File: config.mk
export PLATFORM = sky130hd
export DESIGN_NAME = dpct_ram
export DESIGN_NICKNAME = d
export VERILOG_FILES = /design/src/sv/dpct_ram.sv
export SDC_FILE = /design/constraint.sdc
export NUM_CORES = 2
export LEC_CHECK = 0
export BUFFER_PORTS_ARGS = -buffer_cell sky130_fd_sc_hd__buf_4
export CORE_MARGIN = 2
export CORE_UTILIZATION = 41
export DETAILED_ROUTE_END_ITERATION = 10
export PLACE_DENSITY = 0.62
export SETUP_SLACK_MARGIN = 0.1
export SYNTH_ARGS = -nofsm -noshare
export SYNTH_HDL_FRONTEND = slang
export SYNTH_SLANG_ARGS = --single-unit
export TNS_END_PERCENT = 10
File: constraint.sdc
create_clock -name clk -period 2.45 [get_ports clk]
set_clock_uncertainty 0.1 [all_clocks]
set_input_delay 0.1225 -clock clk [delete_from_list [all_inputs] [get_ports clk]]
set_output_delay 0.1225 -clock clk [all_outputs]
set_load 0.02 [all_outputs]
File: src/sv/dpct_ram.sv
// Generic single-write, single-read synchronous RAM with a registered read.
// No dependencies.
module dpct_ram #(
    parameter int WIDTH = 8,
    parameter int DEPTH = 256
) (
    input  logic                     clk,
    input  logic                     we,
    input  logic [$clog2(DEPTH)-1:0] waddr,
    input  logic [WIDTH-1:0]         wdata,
    input  logic [$clog2(DEPTH)-1:0] raddr,
    output logic [WIDTH-1:0]         rdata
);

    logic [WIDTH-1:0] mem [DEPTH];

    always_ff @(posedge clk)
    begin
        if (we)
        begin
            mem[waddr] <= wdata;
        end
        rdata <= mem[raddr];
    end

endmodule
==> results.cfg <==
[run_status]
outcome = completed

[synthesis]
syn_area_per_cell_um2 = 21.31
synth_edf_count = 2048
synth_seq_cells = 2056
synth_top_area_cell = edfxtp_1
yosys-top-cells-area = edfxtp_1 77%, mux4_2 13%, mux2i_1 1.7%
synth_top_flop_cell = edfxtp_1
synthCells = 3733
ys_seq_area_share_pct = 77.50
synth_common_cells = 2,048 x edfxtp_1, 454 x mux4_2, 282 x nor2_1, 134 x mux2i_1, 133 x a22oi_1
ys_warn_count = 0
async_reset_ff_share_pct = 0
synth_top_area_share_pct = 77.30
yosysMostFrequentCell = edfxtp_1
synth_fp_nets = 3759
synth_cell_types = 55
netlist_area_um2 = 79560

[timing]
finalCritPeriodShare_pct = 99.89
fmax_mhz = 408.6
rsz0062_at_grt = yes
tightest_slew_ns = 0.9024
setup_viol = 0
hold_viol = 0
period_minus_slack_ns = 2.447
final_max_slew_viol_count = 0
tns_ns = 0
slew_headroom_pct = 39.84

[job]
maxCapViolations = 0

[worst_setup_path]
crit_fanout = 1
worstPathRequired_ns = 3.07
critPathTopFamily = multiplexers
crit_type = register to register
r2r_end = rdata[2]
critPathLaunch = mem[83][2]
path_buf_inv = 1
slowest_stage = mux4_2
reg2reg_depth = 6
crit_end = rdata[2]
worstPathArrival_ns = 3.07
max_stage_delay_ns = 0.51
timing.rr.start = mem[83][2]
r2r_setup_slack_ns = 0.003
endpoint_kind = register
start_kind = register
cpMostUsedCell = mux4_2
path_depth = 6
cp_cell_sequence = mux4_2 > mux4_2 > nor2b_1 > nor4_4 > buf_4 > nor4_2

[cts]
clock_latency_ns = 0.83
numCtsBuffers = 194
cts_max_level = 4
clkSinkCount = 2056
cts_buffer_depth = 3
cts_tree = done
cts_setup_buffers = 0
clk_pin_slew_worst_paths_ns = 0.06
cts_root_buffer = clkbuf_16

[placed_design]
routabilityCongestion = 0.8466
port_buffers = 33
dp.cells = 6787
dp.final_hpwl_um = 130700

[finish]
final_cells = 7164
drive_gt1_share_pct = 33.15
area_growth_pct = 19.07
num-nets-final = 4501
fillers = 15421

[detailed_routing]
drc_errors = 0
vias = 40715
routed_wl_um = 202600
dr.pass1.iters = 5
viasPerCell = 5.683
drtIter0Drc = 4681
ant_nets = 0
wl_per_cell_um = 28.28

[pwr]
p_comb_share_pct = 5.8
power_leakage_uw = 0.03064
p_seq_share_pct = 53.5
power.internal_uw = 57090
pwr_density_cell_nw_per_um2 = 765.8
switching_share_pct = 21.30
peakVddDrop_mv = 0.6490
p_clk_share_pct = 40.6
p_sw_uw = 15450

[global_routing]
grt_max_degree = 155
first_global_vias = 41239
grt_usage_pct = 20.50
gr-total-overflow = 0
grt_pass1_wl_um = 293900
antenna_found_initial = 7

[floorplan]
coreArea_um2 = 192600
dieArea_um2 = 197600
dieWidth_um = 444.5
initial_core_util_pct = 41.31
ios = 34
die_h_um = 444.5
rows = 161

[hold_path]
hp-class = input port to register
[power groups by stage]
stage | Sequential (µW) | Clock, µW | Combinational (µW)
2_1_floorplan | 39600 | 0 | 1880
3_3_place_gp | 39600 | 0 | 4110
3_5_place_dp | 39600 | 0 | 4170
4_1_cts | 38800 | 29900 | 4240
5_1_grt | 38800 | 31300 | 4460
6_report | 38800 | 29500 | 4230
[cell usage in the layout, fill, tap and decap left out, types with 18 or more instances in the layout]
cell           synthesis  final
edfxtp_1            2048   2048
buf_12                 8     81
clkbuf_1             111     41
mux2i_1              134    134
nand3_1               34     34
mux4_2               454    455
nor2b_1               31     27
clkbuf_16              0    197
nor2_1               282    279
nor3_1                22     18
a22oi_1              133    133
clkinv_2               0     32
o22ai_1               28     28
o221ai_1              46     46
dlygate4sd3_1          0     18
clkinv_1               1     51
a21oi_1               96     96
nand2_1               33     33
buf_4                 27    670
[worst min-delay path by stage]
stage / startpoint / endpoint / slack, ns / cells after the start
final: raddr[4] / rdata[6] / 0.05 / 5
after global routing: raddr[4] / rdata[6] / 0.05 / 5
after CTS: raddr[4] / rdata[6] / 0.007 / 5
after detailed placement: wdata[1] / mem[242][1] / 0.48 / 1
after global placement: wdata[1] / mem[224][1] / 0.46 / 1
after floorplan: wdata[0] / mem[0][0] / 0.12 / 0
[what timing repair did]
action / in CTS / in global routing
hold buffers: 18 / 0
endpoints found under the hold margin: 2137 / 0
gates resized for setup: 28 / 14
pin swaps: 8 / 11
endpoints found under the setup margin: 6 / 8
[per-stage QoR]
stage | setup slack [ns] | hold slack, ns | power, µW | cell area, µm² | util, %
floorplan | 0.2896 | 0.1214 | 41460 | 79560 | -
global placement | -1.483 | 0.4631 | 43710 | 88080 | 45.74
detailed placement | -1.021 | 0.4800 | 43760 | 88130 | 45.76
CTS | -0.0008280 | 0.007403 | 73000 | 94640 | 49.14
global route | -0.07007 | 0.04713 | 74590 | 94720 | 49.19
finish | 0.002598 | 0.04835 | 72540 | 94730 | 49.19
[sequential cells by signal (all words and copies together) (netlist names)]
name / flops
rdata: 8
mem: 2048
[per-layer routing]
metal,track usage [%],vias up,wire length (µm)
li1,-,17208,-
met1,28.75,21614,83320
met2,33.21,1606,98800
met3,3.939,287,15740
met4,5.016,0,4771
met5,0,-,0
[worst register-to-register path: stages, from the launching register on]
cell and delay (ns):
edfxtp_1 0.36, mux4_2 0.51, mux4_2 0.50, nor2b_1 0.20, nor4_4 0.44, buf_4 0.20, nor4_2 0.04
[layout make-up]
| cell class | count | area [µm²] | share of cell area, % |
|---|---|---|---|
| sequential | 2056 | 61660 | 65.09 |
| multi-input combinational | 1442 | 16740 | 17.67 |
| timing repair buffer | 779 | 6982 | 7.370 |
| clock buffer | 240 | 5111 | 5.396 |
| tap | 2526 | 3161 | 3.337 |
| clock inverter | 117 | 1060 | 1.119 |
| inverter | 2 | 7.507 | 0.007925 |
| antenna | 2 | 5.005 | 0.005283 |
[cell families (layout without fill, tap and decap cells)]
logic type / after synthesis / count (layout) / share of synthesized area [%]
mux: 591 / 591 / 14.62
compound gates: 385 / 385 / 3.419
simple gates: 466 / 466 / 2.628
flops: 2056 / 2056 / 77.50
buf+inv: 235 / 1138 / 1.831
other cells: 0 / 2 / 0
No activity file was read; power rests on OpenSTA's default activity.
